--- src/design/pwi_pkg.sv ---
`timescale 1ns / 1ps
// ----------------------------------------------------------------------------
// pwi_pkg
// Shared widths, reset values, register indexes and types for the PID block
// with a conditional integration window.
// ----------------------------------------------------------------------------
package pwi_pkg;

    localparam int POS_W      = 24;
    localparam int FRAC_BITS  = 16;
    localparam int GAIN_W     = 8 + FRAC_BITS;
    localparam int STEP_W     = 10;
    localparam int WIN_W      = 24;
    localparam int LIMIT_W    = 40;
    localparam int DRIVE_W    = 32 + FRAC_BITS;
    localparam int ACC_W      = DRIVE_W;

    localparam int ERR_W      = POS_W + 1;
    localparam int DIFF_W     = POS_W + 2;
    localparam int ACC_HALF   = ACC_W / 2;
    localparam int ACC_HI_W   = ACC_W - ACC_HALF;
    localparam int MA_W       = (DIFF_W > ACC_HI_W) ? DIFF_W : ACC_HI_W;
    localparam int MB_W       = GAIN_W;
    localparam int MP_W       = MA_W + MB_W;
    localparam int PMAG_W     = ERR_W + GAIN_W;
    localparam int INCR_W     = ERR_W + STEP_W;
    localparam int DNUM_W     = DIFF_W + GAIN_W;
    localparam int DIV_W      = DNUM_W + (DNUM_W % 2);
    localparam int DIV_STEPS  = DIV_W / 2;
    localparam int DCNT_W     = $clog2(DIV_STEPS + 1);
    localparam int LO_PW      = ACC_HALF + GAIN_W;
    localparam int HI_PW      = ACC_HI_W + GAIN_W;
    localparam int ITOT_W     = ACC_W + GAIN_W;
    localparam int CAP_LOG    = 60;
    localparam int IMAG_W     = CAP_LOG + 1;
    localparam int SUM_W      = IMAG_W + 2;

    localparam int CFG_IDX_W  = 3;
    localparam int CFG_DATA_W = LIMIT_W;

    localparam logic [IMAG_W-1:0] TERM_CAP = IMAG_W'(1) << CAP_LOG;

    localparam logic [GAIN_W-1:0]  GAIN_RST  = '0;
    localparam logic [STEP_W-1:0]  STEP_RST  = STEP_W'(20);
    localparam logic [WIN_W-1:0]   MAXW_RST  = WIN_W'(20);
    localparam logic [WIN_W-1:0]   MINW_RST  = WIN_W'(5);
    localparam logic [LIMIT_W-1:0] LIMIT_RST = LIMIT_W'(65);

    typedef enum logic [CFG_IDX_W-1:0] {
        REG_KP,
        REG_KI,
        REG_KD,
        REG_STEP,
        REG_MAXW,
        REG_MINW,
        REG_LIMIT
    } reg_idx_t;

    typedef struct packed {
        logic [GAIN_W-1:0]  kp;
        logic [GAIN_W-1:0]  ki;
        logic [GAIN_W-1:0]  kd;
        logic [STEP_W-1:0]  step;
        logic [WIN_W-1:0]   max_win;
        logic [WIN_W-1:0]   min_win;
        logic [LIMIT_W-1:0] limit;
    } cfg_t;

    typedef enum logic [2:0] {
        MSEL_ERR_KP,
        MSEL_ERR_STEP,
        MSEL_DIFF_KD,
        MSEL_ACC_LO,
        MSEL_ACC_HI
    } msel_t;

    typedef enum logic [3:0] {
        S_IDLE,
        S_PRE,
        S_MP,
        S_MI,
        S_MD,
        S_AMAG,
        S_ILO,
        S_IHI,
        S_ISUM,
        S_DIV,
        S_SUM1,
        S_SUM2
    } state_t;

    typedef struct packed {
        logic  capture;
        logic  pre;
        logic  take_p;
        logic  acc_add;
        logic  acc_clamp;
        logic  div_start;
        logic  acc_mag;
        logic  take_ilo;
        logic  take_isum;
        logic  sum1;
        logic  load_out;
        msel_t msel;
    } dp_cmd_t;

    typedef struct packed {
        logic div_busy;
        logic out_free;
    } dp_stat_t;

endpackage

--- src/design/pid_with_integral_window_unit.sv ---
`timescale 1ns / 1ps
// ----------------------------------------------------------------------------
// pid_with_integral_window_unit
// PID controller with a conditional integration window and saturated output.
// ----------------------------------------------------------------------------
//  channel | signals                                   | beat
//  --------+-------------------------------------------+--------------------
//  in      | in_valid, in_ready, measured, target      | one sample
//  out     | out_valid, out_ready, drive               | one drive value
//  cfg     | cfg_valid, cfg_ready, cfg_index, cfg_data | one register write
//
//  The serial divider (two quotient bits per cycle) forms the derivative term.
//  in_ready is high only while the sequencer is idle.
//  A finished drive value waits in the output register while the next
//  sample is accepted; the sequencer stalls at the end if it is still held.
//  Asynchronous active-low reset; cfg_ready is always high.
// ----------------------------------------------------------------------------
module pid_with_integral_window_unit
    import pwi_pkg::*;
(
    input  logic                      clk,
    input  logic                      rst_n,
    input  logic                      in_valid,
    output logic                      in_ready,
    input  logic signed [POS_W-1:0]   measured,
    input  logic signed [POS_W-1:0]   target,
    output logic                      out_valid,
    input  logic                      out_ready,
    output logic signed [DRIVE_W-1:0] drive,
    input  logic                      cfg_valid,
    output logic                      cfg_ready,
    input  logic [CFG_IDX_W-1:0]      cfg_index,
    input  logic [CFG_DATA_W-1:0]     cfg_data
);

    cfg_t     cfg;
    dp_cmd_t  cmd;
    dp_stat_t stat;

    pwi_cfg u_cfg (
        .clk       (clk),
        .rst_n     (rst_n),
        .cfg_valid (cfg_valid),
        .cfg_ready (cfg_ready),
        .cfg_index (cfg_index),
        .cfg_data  (cfg_data),
        .cfg       (cfg)
    );

    pwi_ctrl u_ctrl (
        .clk      (clk),
        .rst_n    (rst_n),
        .in_valid (in_valid),
        .in_ready (in_ready),
        .stat     (stat),
        .cmd      (cmd)
    );

    pwi_dp u_dp (
        .clk       (clk),
        .rst_n     (rst_n),
        .cfg       (cfg),
        .cmd       (cmd),
        .stat      (stat),
        .measured  (measured),
        .target    (target),
        .out_valid (out_valid),
        .out_ready (out_ready),
        .drive     (drive)
    );

endmodule

--- src/design/pwi_cfg.sv ---
`timescale 1ns / 1ps
// ----------------------------------------------------------------------------
// pwi_cfg
// Configuration register file: gains, loop period, window and integral limit.
// ----------------------------------------------------------------------------
module pwi_cfg
    import pwi_pkg::*;
(
    input  logic                  clk,
    input  logic                  rst_n,
    input  logic                  cfg_valid,
    output logic                  cfg_ready,
    input  logic [CFG_IDX_W-1:0]  cfg_index,
    input  logic [CFG_DATA_W-1:0] cfg_data,
    output cfg_t                  cfg
);

    cfg_t cfg_reg;

    assign cfg_ready = 1'b1;
    assign cfg      = cfg_reg;

    always_ff @(posedge clk or negedge rst_n)
    begin
        if (!rst_n)
        begin
            cfg_reg.kp      <= GAIN_RST;
            cfg_reg.ki      <= GAIN_RST;
            cfg_reg.kd      <= GAIN_RST;
            cfg_reg.step    <= STEP_RST;
            cfg_reg.max_win <= MAXW_RST;
            cfg_reg.min_win <= MINW_RST;
            cfg_reg.limit   <= LIMIT_RST;
        end
        else if (cfg_valid)
        begin
            case (cfg_index)
                REG_KP:    cfg_reg.kp      <= cfg_data[GAIN_W-1:0];
                REG_KI:    cfg_reg.ki      <= cfg_data[GAIN_W-1:0];
                REG_KD:    cfg_reg.kd      <= cfg_data[GAIN_W-1:0];
                REG_STEP:  cfg_reg.step    <= cfg_data[STEP_W-1:0];
                REG_MAXW:  cfg_reg.max_win <= cfg_data[WIN_W-1:0];
                REG_MINW:  cfg_reg.min_win <= cfg_data[WIN_W-1:0];
                REG_LIMIT: cfg_reg.limit   <= cfg_data[LIMIT_W-1:0];
                default:   ;
            endcase
        end
    end

endmodule

--- src/design/pwi_div.sv ---
`timescale 1ns / 1ps
// ----------------------------------------------------------------------------
// pwi_div
// Restoring divider, two quotient bits per cycle, for the derivative term.
// ----------------------------------------------------------------------------
module pwi_div
    import pwi_pkg::*;
(
    input  logic              clk,
    input  logic              rst_n,
    input  logic              start,
    input  logic [DIV_W-1:0]  num,
    input  logic [STEP_W-1:0] dvs,
    output logic              busy,
    output logic [DIV_W-1:0]  quot
);

    logic              busy_reg;
    logic [DCNT_W-1:0] cnt_reg;
    logic [DIV_W-1:0]  quo_reg;
    logic [DIV_W-1:0]  quo_next;
    logic [STEP_W-1:0] rem_reg;
    logic [STEP_W-1:0] rem_next;
    logic [STEP_W-1:0] dvs_reg;

    assign busy = busy_reg;
    assign quot = quo_reg;

    always_comb
    begin : div_step
        logic [STEP_W:0]   trial;
        logic [STEP_W-1:0] r;
        logic [DIV_W-1:0]  q;
        r = rem_reg;
        q = quo_reg;
        for (int i = 0; i < 2; i++)
        begin
            trial = {r, q[DIV_W-1]};
            q     = {q[DIV_W-2:0], 1'b0};
            if (trial >= {1'b0, dvs_reg})
            begin
                trial = trial - {1'b0, dvs_reg};
                q[0]  = 1'b1;
            end
            r = trial[STEP_W-1:0];
        end
        rem_next = r;
        quo_next = q;
    end

    always_ff @(posedge clk or negedge rst_n)
    begin
        if (!rst_n)
        begin
            busy_reg <= 1'b0;
            cnt_reg  <= '0;
        end
        else if (start)
        begin
            busy_reg <= 1'b1;
            cnt_reg  <= DCNT_W'(DIV_STEPS);
        end
        else if (busy_reg)
        begin
            cnt_reg <= cnt_reg - 1'b1;
            if (cnt_reg == DCNT_W'(1))
            begin
                busy_reg <= 1'b0;
            end
        end
    end

    always_ff @(posedge clk)
    begin
        if (start)
        begin
            quo_reg <= num;
            rem_reg <= '0;
            dvs_reg <= dvs;
        end
        else if (busy_reg)
        begin
            quo_reg <= quo_next;
            rem_reg <= rem_next;
        end
    end

    // partial remainder stays below the divisor while the divider is busy
    a_rem_below_dvs: assert property (@(posedge clk) disable iff (!rst_n)
        busy_reg |-> (rem_reg < dvs_reg))
        else $error("divider remainder out of range");

endmodule

--- src/design/pwi_dp.sv ---
`timescale 1ns / 1ps
// ----------------------------------------------------------------------------
// pwi_dp
// Datapath: error, window test, shared multiplier, integral update and clamp,
// derivative division, term sum with saturation and the output register.
// ----------------------------------------------------------------------------
module pwi_dp
    import pwi_pkg::*;
(
    input  logic                      clk,
    input  logic                      rst_n,
    input  cfg_t                      cfg,
    input  dp_cmd_t                   cmd,
    output dp_stat_t                  stat,
    input  logic signed [POS_W-1:0]   measured,
    input  logic signed [POS_W-1:0]   target,
    output logic                      out_valid,
    input  logic                      out_ready,
    output logic signed [DRIVE_W-1:0] drive
);

    localparam int WCMP_W = (ERR_W > WIN_W) ? ERR_W : WIN_W;

    logic signed [ERR_W-1:0]   err_reg;
    logic signed [ERR_W-1:0]   err_next;
    logic [ERR_W-1:0]          err_mag_reg;
    logic [ERR_W-1:0]          err_mag_next;
    logic                      err_neg_reg;
    logic signed [ERR_W-1:0]   last_err_reg;
    logic                      win_reg;
    logic                      win_next;
    logic signed [DIFF_W-1:0]  diff_reg;
    logic signed [DIFF_W-1:0]  diff_next;
    logic [DIFF_W-1:0]         diff_mag_reg;
    logic [DIFF_W-1:0]         diff_mag_next;
    logic                      diff_neg_reg;

    logic [MA_W-1:0]           mul_a;
    logic [MB_W-1:0]           mul_b;
    logic [MP_W-1:0]           prod_reg;

    logic [PMAG_W-1:0]         p_mag_reg;
    logic signed [ACC_W-1:0]   acc_reg;
    logic signed [ACC_W-1:0]   acc_add_next;
    logic signed [ACC_W-1:0]   acc_clamp_next;
    logic signed [ACC_W-1:0]   lim_ext;
    logic [ACC_W:0]            acc_sum;
    logic [ACC_W:0]            inc_ext;
    logic [ACC_W-1:0]          acc_sat;
    logic [ACC_W-1:0]          acc_mag_reg;
    logic [ACC_W-1:0]          acc_mag_next;
    logic                      acc_neg_reg;
    logic [LO_PW-1:0]          ilo_reg;
    logic [ITOT_W-1:0]         itot;
    logic [IMAG_W-1:0]         i_mag_reg;
    logic [IMAG_W-1:0]         i_mag_next;

    logic                      div_busy;
    logic [DIV_W-1:0]          quot;
    logic [STEP_W-1:0]         dvs;

    logic [SUM_W-1:0]          p_ext;
    logic [SUM_W-1:0]          i_ext;
    logic [SUM_W-1:0]          d_ext;
    logic [SUM_W-1:0]          sp;
    logic [SUM_W-1:0]          si;
    logic [SUM_W-1:0]          sd;
    logic [SUM_W-1:0]          pi_reg;
    logic [SUM_W-1:0]          total;
    logic [SUM_W-DRIVE_W:0]    total_hi;
    logic [DRIVE_W-1:0]        drive_next;
    logic [DRIVE_W-1:0]        drive_reg;
    logic                      out_valid_reg;

    // error and its magnitude
    assign err_next     = $signed({target[POS_W-1], target})
                        - $signed({measured[POS_W-1], measured});
    assign err_mag_next = err_next[ERR_W-1] ? (~err_next + 1'b1) : err_next;

    assign win_next = !((WCMP_W'(err_mag_reg) > WCMP_W'(cfg.max_win))
                     || (WCMP_W'(err_mag_reg) < WCMP_W'(cfg.min_win)));
    assign diff_next     = $signed({err_reg[ERR_W-1], err_reg})
                         - $signed({last_err_reg[ERR_W-1], last_err_reg});
    assign diff_mag_next = diff_reg[DIFF_W-1] ? (~diff_reg + 1'b1) : diff_reg;

    // shared multiplier operand select
    always_comb
    begin
        case (cmd.msel)
            MSEL_ERR_KP:
            begin
                mul_a = MA_W'(err_mag_reg);
                mul_b = cfg.kp;
            end
            MSEL_ERR_STEP:
            begin
                mul_a = MA_W'(err_mag_reg);
                mul_b = MB_W'(cfg.step);
            end
            MSEL_DIFF_KD:
            begin
                mul_a = MA_W'(diff_mag_reg);
                mul_b = cfg.kd;
            end
            MSEL_ACC_LO:
            begin
                mul_a = MA_W'(acc_mag_reg[ACC_HALF-1:0]);
                mul_b = cfg.ki;
            end
            MSEL_ACC_HI:
            begin
                mul_a = MA_W'(acc_mag_reg[ACC_W-1:ACC_HALF]);
                mul_b = cfg.ki;
            end
            default:
            begin
                mul_a = '0;
                mul_b = '0;
            end
        endcase
    end

    // integral update, saturated at the register range, zero outside the window
    assign inc_ext = (ACC_W + 1)'(prod_reg[INCR_W-1:0]);
    assign acc_sum = err_neg_reg ? ({acc_reg[ACC_W-1], acc_reg} - inc_ext)
                                 : ({acc_reg[ACC_W-1], acc_reg} + inc_ext);
    always_comb
    begin
        if (acc_sum[ACC_W] != acc_sum[ACC_W-1])
        begin
            acc_sat = acc_sum[ACC_W] ? {1'b1, {(ACC_W-1){1'b0}}}
                                     : {1'b0, {(ACC_W-1){1'b1}}};
        end
        else
        begin
            acc_sat = acc_sum[ACC_W-1:0];
        end
    end
    assign acc_add_next = win_reg ? $signed(acc_sat) : '0;

    assign lim_ext        = $signed(ACC_W'(cfg.limit));
    assign acc_clamp_next = (acc_reg > lim_ext) ? lim_ext : acc_reg;
    assign acc_mag_next   = acc_reg[ACC_W-1] ? (~acc_reg + 1'b1) : acc_reg;

    // integral term magnitude, capped
    assign itot = ITOT_W'(ilo_reg) + (ITOT_W'(prod_reg[HI_PW-1:0]) << ACC_HALF);
    assign i_mag_next = (itot > ITOT_W'(TERM_CAP)) ? TERM_CAP : itot[IMAG_W-1:0];

    // derivative divisor, zero period divides by one
    assign dvs = (cfg.step == '0) ? STEP_W'(1) : cfg.step;

    pwi_div u_div (
        .clk   (clk),
        .rst_n (rst_n),
        .start (cmd.div_start),
        .num   (DIV_W'(prod_reg[DNUM_W-1:0])),
        .dvs   (dvs),
        .busy  (div_busy),
        .quot  (quot)
    );

    // signed terms and final sum, saturated to the drive width
    assign p_ext = SUM_W'(p_mag_reg);
    assign i_ext = SUM_W'(i_mag_reg);
    assign d_ext = SUM_W'(quot);
    assign sp    = err_neg_reg  ? (~p_ext + 1'b1) : p_ext;
    assign si    = acc_neg_reg  ? (~i_ext + 1'b1) : i_ext;
    assign sd    = diff_neg_reg ? (~d_ext + 1'b1) : d_ext;
    assign total    = pi_reg + sd;
    assign total_hi = total[SUM_W-1:DRIVE_W-1];
    always_comb
    begin
        if ((total_hi == '0) || (total_hi == '1))
        begin
            drive_next = total[DRIVE_W-1:0];
        end
        else
        begin
            drive_next = total[SUM_W-1] ? {1'b1, {(DRIVE_W-1){1'b0}}}
                                        : {1'b0, {(DRIVE_W-1){1'b1}}};
        end
    end

    always_ff @(posedge clk or negedge rst_n)
    begin
        if (!rst_n)
        begin
            last_err_reg  <= '0;
            acc_reg       <= '0;
            out_valid_reg <= 1'b0;
        end
        else
        begin
            if (cmd.pre)
            begin
                last_err_reg <= err_reg;
            end
            if (cmd.acc_add)
            begin
                acc_reg <= acc_add_next;
            end
            else if (cmd.acc_clamp)
            begin
                acc_reg <= acc_clamp_next;
            end
            if (cmd.load_out)
            begin
                out_valid_reg <= 1'b1;
            end
            else if (out_ready)
            begin
                out_valid_reg <= 1'b0;
            end
        end
    end

    always_ff @(posedge clk)
    begin
        prod_reg <= MP_W'(mul_a) * MP_W'(mul_b);
        if (cmd.capture)
        begin
            err_reg     <= err_next;
            err_mag_reg <= err_mag_next;
            err_neg_reg <= err_next[ERR_W-1];
        end
        if (cmd.pre)
        begin
            win_reg  <= win_next;
            diff_reg <= diff_next;
        end
        if (cmd.take_p)
        begin
            p_mag_reg    <= prod_reg[PMAG_W-1:0];
            diff_mag_reg <= diff_mag_next;
            diff_neg_reg <= diff_reg[DIFF_W-1];
        end
        if (cmd.acc_mag)
        begin
            acc_mag_reg <= acc_mag_next;
            acc_neg_reg <= acc_reg[ACC_W-1];
        end
        if (cmd.take_ilo)
        begin
            ilo_reg <= prod_reg[LO_PW-1:0];
        end
        if (cmd.take_isum)
        begin
            i_mag_reg <= i_mag_next;
        end
        if (cmd.sum1)
        begin
            pi_reg <= sp + si;
        end
        if (cmd.load_out)
        begin
            drive_reg <= drive_next;
        end
    end

    assign stat.div_busy = div_busy;
    assign stat.out_free = !out_valid_reg || out_ready;
    assign out_valid     = out_valid_reg;
    assign drive         = $signed(drive_reg);

    a_load_when_free: assert property (@(posedge clk) disable iff (!rst_n)
        cmd.load_out |-> (!out_valid_reg || out_ready))
        else $error("output register overwritten");

    a_acc_clamped: assert property (@(posedge clk) disable iff (!rst_n)
        cmd.acc_clamp |=> (acc_reg <= lim_ext))
        else $error("integral above limit after clamp");

endmodule

--- src/design/pwi_ctrl.sv ---
`timescale 1ns / 1ps
// ----------------------------------------------------------------------------
// pwi_ctrl
// Sequencer: steps the datapath through multiply, integrate, divide and sum.
// ----------------------------------------------------------------------------
module pwi_ctrl
    import pwi_pkg::*;
(
    input  logic     clk,
    input  logic     rst_n,
    input  logic     in_valid,
    output logic     in_ready,
    input  dp_stat_t stat,
    output dp_cmd_t  cmd
);

    state_t state_reg;
    state_t state_next;

    always_ff @(posedge clk or negedge rst_n)
    begin
        if (!rst_n)
        begin
            state_reg <= S_IDLE;
        end
        else
        begin
            state_reg <= state_next;
        end
    end

    always_comb
    begin
        state_next = state_reg;
        case (state_reg)
            S_IDLE:
            begin
                if (in_valid)
                begin
                    state_next = S_PRE;
                end
            end
            S_PRE:  state_next = S_MP;
            S_MP:   state_next = S_MI;
            S_MI:   state_next = S_MD;
            S_MD:   state_next = S_AMAG;
            S_AMAG: state_next = S_ILO;
            S_ILO:  state_next = S_IHI;
            S_IHI:  state_next = S_ISUM;
            S_ISUM: state_next = S_DIV;
            S_DIV:
            begin
                if (!stat.div_busy)
                begin
                    state_next = S_SUM1;
                end
            end
            S_SUM1: state_next = S_SUM2;
            S_SUM2:
            begin
                if (stat.out_free)
                begin
                    state_next = S_IDLE;
                end
            end
            default: state_next = S_IDLE;
        endcase
    end

    always_comb
    begin
        cmd      = '0;
        cmd.msel = MSEL_ERR_KP;
        in_ready = 1'b0;
        case (state_reg)
            S_IDLE:
            begin
                in_ready    = 1'b1;
                cmd.capture = in_valid;
            end
            S_PRE:
            begin
                cmd.pre  = 1'b1;
                cmd.msel = MSEL_ERR_KP;
            end
            S_MP:
            begin
                cmd.take_p = 1'b1;
                cmd.msel   = MSEL_ERR_STEP;
            end
            S_MI:
            begin
                cmd.acc_add = 1'b1;
                cmd.msel    = MSEL_DIFF_KD;
            end
            S_MD:
            begin
                cmd.acc_clamp = 1'b1;
                cmd.div_start = 1'b1;
            end
            S_AMAG: cmd.acc_mag = 1'b1;
            S_ILO:  cmd.msel = MSEL_ACC_LO;
            S_IHI:
            begin
                cmd.take_ilo = 1'b1;
                cmd.msel     = MSEL_ACC_HI;
            end
            S_ISUM: cmd.take_isum = 1'b1;
            S_DIV:  ;
            S_SUM1: cmd.sum1 = 1'b1;
            S_SUM2: cmd.load_out = stat.out_free;
            default: ;
        endcase
    end

endmodule

--- config.mk ---
export PLATFORM = sky130hd
export DESIGN_NAME = pid_with_integral_window_unit
export DESIGN_NICKNAME = d
export VERILOG_FILES = /design/src/design/pwi_pkg.sv /design/src/design/pid_with_integral_window_unit.sv /design/src/design/pwi_cfg.sv /design/src/design/pwi_div.sv /design/src/design/pwi_dp.sv /design/src/design/pwi_ctrl.sv
export SDC_FILE = /design/constraint.sdc
export NUM_CORES = 2
export LEC_CHECK = 0
export ABC_AREA = 1
export ABC_CLOCK_PERIOD_IN_PS = 21900
export CORE_MARGIN = 10
export CORE_UTILIZATION = 45
export DETAILED_ROUTE_END_ITERATION = 12
export DONT_BUFFER_PORTS = 1
export PLACE_DENSITY_LB_ADDON = 0.15
export RECOVER_POWER = 50
export SYNTH_ARGS = -nofsm -noshare
export SYNTH_HDL_FRONTEND = slang
export SYNTH_SLANG_ARGS = --single-unit
export TNS_END_PERCENT = 20
--- constraint.sdc ---
create_clock -name clk -period 21.9 [get_ports clk]
set_input_delay 3.285 -clock clk [delete_from_list [all_inputs] [get_ports clk]]
set_output_delay 3.285 -clock clk [all_outputs]
set_load 0.01 [all_outputs]
==> run_results.csv <==
group,metric,value,unit
timing,grt_setup_unrepaired,"no",
run_status,status,"complete, but fails checks",
grt,grt_pass1_vias,67200,
route,drtIter0Drc,5805,
timing,finalWorstPathRequiredPeriod,11.63,ns
route,drt-pass1-iter-count,6,
synth,yosys.cell_types.count,65,
floorplan,io-pin-count,147,
critical_path,cp-end-kind,"flop",
route,ant_nets,0,
place,hpwl,220,mm
hold_path,whs_endpoint,"u_dp.u_div.rem_reg[3]$_SDFFE_PP0P_",
timing,max_freq,86.0,MHz
clock_network,post-cts-setup-buffers,0,
timing,setup_viol,0,
clock_network,cts_resized,0,
critical_path,required,22.53,ns
clock_network,cts_hold_buffers,0,
synth,postSynthAreaPerCell,7.55,sq um
critical_path,r2r_cells,34,
clock_network,cts.sinks,795,
clock_network,max-clock-path-buffers,3,
synth,syn_nets,11400,
synth,synth-compound-area-share,9.18,%
place,portBuffers,0,
synth,synth-async-reset-ratio,31.9,%
synth,synthSimpleGateAreaFrac,23.5,%
route,drc,0,
synth,ys.warnings.count,0,
critical_path,crit_family,"buffers and inverters",
synth,synth.area.mux_share,0,%
floorplan,fp.dieW,435,um
synth,synth_flop_cell,"edfxtp_1",
layout,nets,11400,
route,wire_per_inst,21.3,um
clock_network,cts_tree,"built",
clock_network,cts.clk_slew.worst_paths,0.06,ns
run_status,violations,"max-capacitance violations, max-slew violations",
critical_path,reg2reg_slack,10.27,ns
route,viasPerCell,5.34,
floorplan,fp-row-count,152,
critical_path,worstSetupStartpointType,"flop",
floorplan,dieArea,189000,sq um
grt,grt.overflow.total,0,
timing,tightest_slew,4.13,ns
critical_path,startpoint,"u_ctrl.state_reg[2]$_DFFE_PN0P_",
synth,ys_ff_latch,795,
synth,netlist_area,77600,sq um
critical_path,critical_path_arrival,12.26,ns
grt,grt.total_usage,27.8,%
layout,final_common_cell,"nand2_1",
synth,synth-edff-count,481,
grt,antenna_found_initial,12,
layout,layout.cells.most_common_list,"2641 x nand2_1, 1869 x inv_1, 1095 x nor2_1",
timing,fin_setup_tns,0,ns
synth,synth_xor_xnor_area_share,5.95,%
hold_path,min_path_cells,2,
clock_network,cts-buffers-inserted,96,
layout,largest_reg_flops,170,
floorplan,core,172000,sq um
synth,synth_top_family_by_area,"simple AND/OR/NAND/NOR gates",
synth,synth_fa_ha_area_share,22.4,%
layout,synthToLayoutAreaGrowth,7.59,%
critical_path,crit_fanout,72,
clock_network,htree_levels,3,
timing,timing.slew.headroom,-175,%
flow_run,cap_violations,14,
clock_network,root_buffer,"clkbuf_16",
timing,slew_violations,621,
synth,seq_area_frac_synth,28.4,%
floorplan,die_h,435,um
place,routabilityCongestion,0.950,
layout,fill_cells,17300,
grt,grt_first_pass_wirelength,408,mm
route,num_vias,67500,
synth,netlist_instances,10300,
grt,grt_start_max_net_pins,255,
route,totalWireLength,269,mm
critical_path,cp_slowest_stage_delay,2.88,ns
floorplan,start_util,45.2,%
hold_path,hp-start,"u_dp.u_div.rem_reg[3]$_SDFFE_PP0P_",
hold_path,hold_class,"reg -> reg",
timing,fin_worst_skew,0.101,ns
timing,timing.final.crit_share,53.1,%
timing,hold_viol,0,
critical_path,rr_startpoint,"u_ctrl.state_reg[2]$_DFFE_PN0P_",
layout,drive_above_1_share,3.22,%
critical_path,worst-setup-path-type,"reg -> reg",
critical_path,r2r-end,"u_dp.prod_reg[48]$_DFF_P_",
clock_network,clock_latency,0.79,ns
critical_path,slowest_stage,"clkbuf_1",
critical_path,crit_buf_inv,10,
## layout make-up
cell class	count	area, sq um	area share, %
Multi-Input combinational cell	7344	47500	56.9
Sequential cell	795	22000	26.4
Inverter	1897	7120	8.53
Tap cell	2310	2890	3.46
Clock buffer	133	2750	3.29
Timing Repair Buffer	100	616	0.738
Clock inverter	47	596	0.714
Antenna cell	2	5.00	0.00600
## worst max-delay path by stage
| stage | endpoint | slack (ns) | cells after the start |
|---|---|---|---|
| after global placement | u_dp.prod_reg[48]$_DFF_P_ | 12.58 | 33 |
| after floorplan | u_dp.prod_reg[48]$_DFF_P_ | 11.01 | 37 |
| after detailed placement | u_dp.prod_reg[48]$_DFF_P_ | 12.48 | 33 |
| after global routing | u_dp.prod_reg[48]$_DFF_P_ | 9.63 | 34 |
| after CTS | u_dp.prod_reg[48]$_DFF_P_ | 12.39 | 32 |
| final | u_dp.prod_reg[48]$_DFF_P_ | 10.27 | 34 |
## cell usage after synthesis (all sizes together), types with 124 or more instances
master  number  share of area (%)
a21oi      489                3.2
o21ai      517                3.4
inv       1883                9.1
xor2       338                3.8
nand2     2656                 13
nand3      356                2.3
xnor2      186                2.1
edfxtp     481                 19
fa         534                 14
dfrtp      246                7.9
nor2      1135                5.7
nor3       124               0.89
ha         537                8.7
clkbuf     181               0.88
## layer usage
metal,up-vias,wire length (um),GRT usage (%)
met4,0,11100,10.4
met3,439,19200,4.02
met2,2323,123000,45.5
met5,-,0,0
li1,32200,-,-
met1,32400,116000,37.3
## worst register-to-register path: cells and delay by family, from the launching register on
family / cells / cell delay (ns)
xor gates and xnor gates: 1 / 0.16
buffers and inverters: 10 / 4.34
AOI/OAI and AO/OA: 2 / 0.43
DFF: 1 / 0.36
adders and majority gates: 8 / 3.72
and+or+nand+nor: 13 / 2.49
## stage by stage
step / instances / worst slack, ns / utilization (%) / cell area, sq um / hold slack, ns
after floorplan: 10300 / 11.01 / - / 77600 / 0.409
after global placement: 12400 / 12.58 / 46.8 / 80300 / 0.464
after detailed placement: 12400 / 12.48 / 46.8 / 80300 / 0.462
after CTS: 12600 / 12.39 / 48.7 / 83600 / 0.473
after global routing: 12600 / 9.63 / 48.6 / 83500 / 0.487
final: 12600 / 10.27 / 48.6 / 83500 / 0.471
## logic make-up after synthesis
| group | after synthesis |
|---|---|
| AOI/OAI and AO/OA | 1282 |
| xor gates and xnor gates | 524 |
| adders and majority gates | 1071 |
| buffers and inverters | 2141 |
| DFF | 795 |
| other | 1 |
| and+or+nand+nor | 4466 |
Power is left out: the tool's default activity adds up to more than one toggle a clock period on the data nets, which glitch-free logic cannot reach.
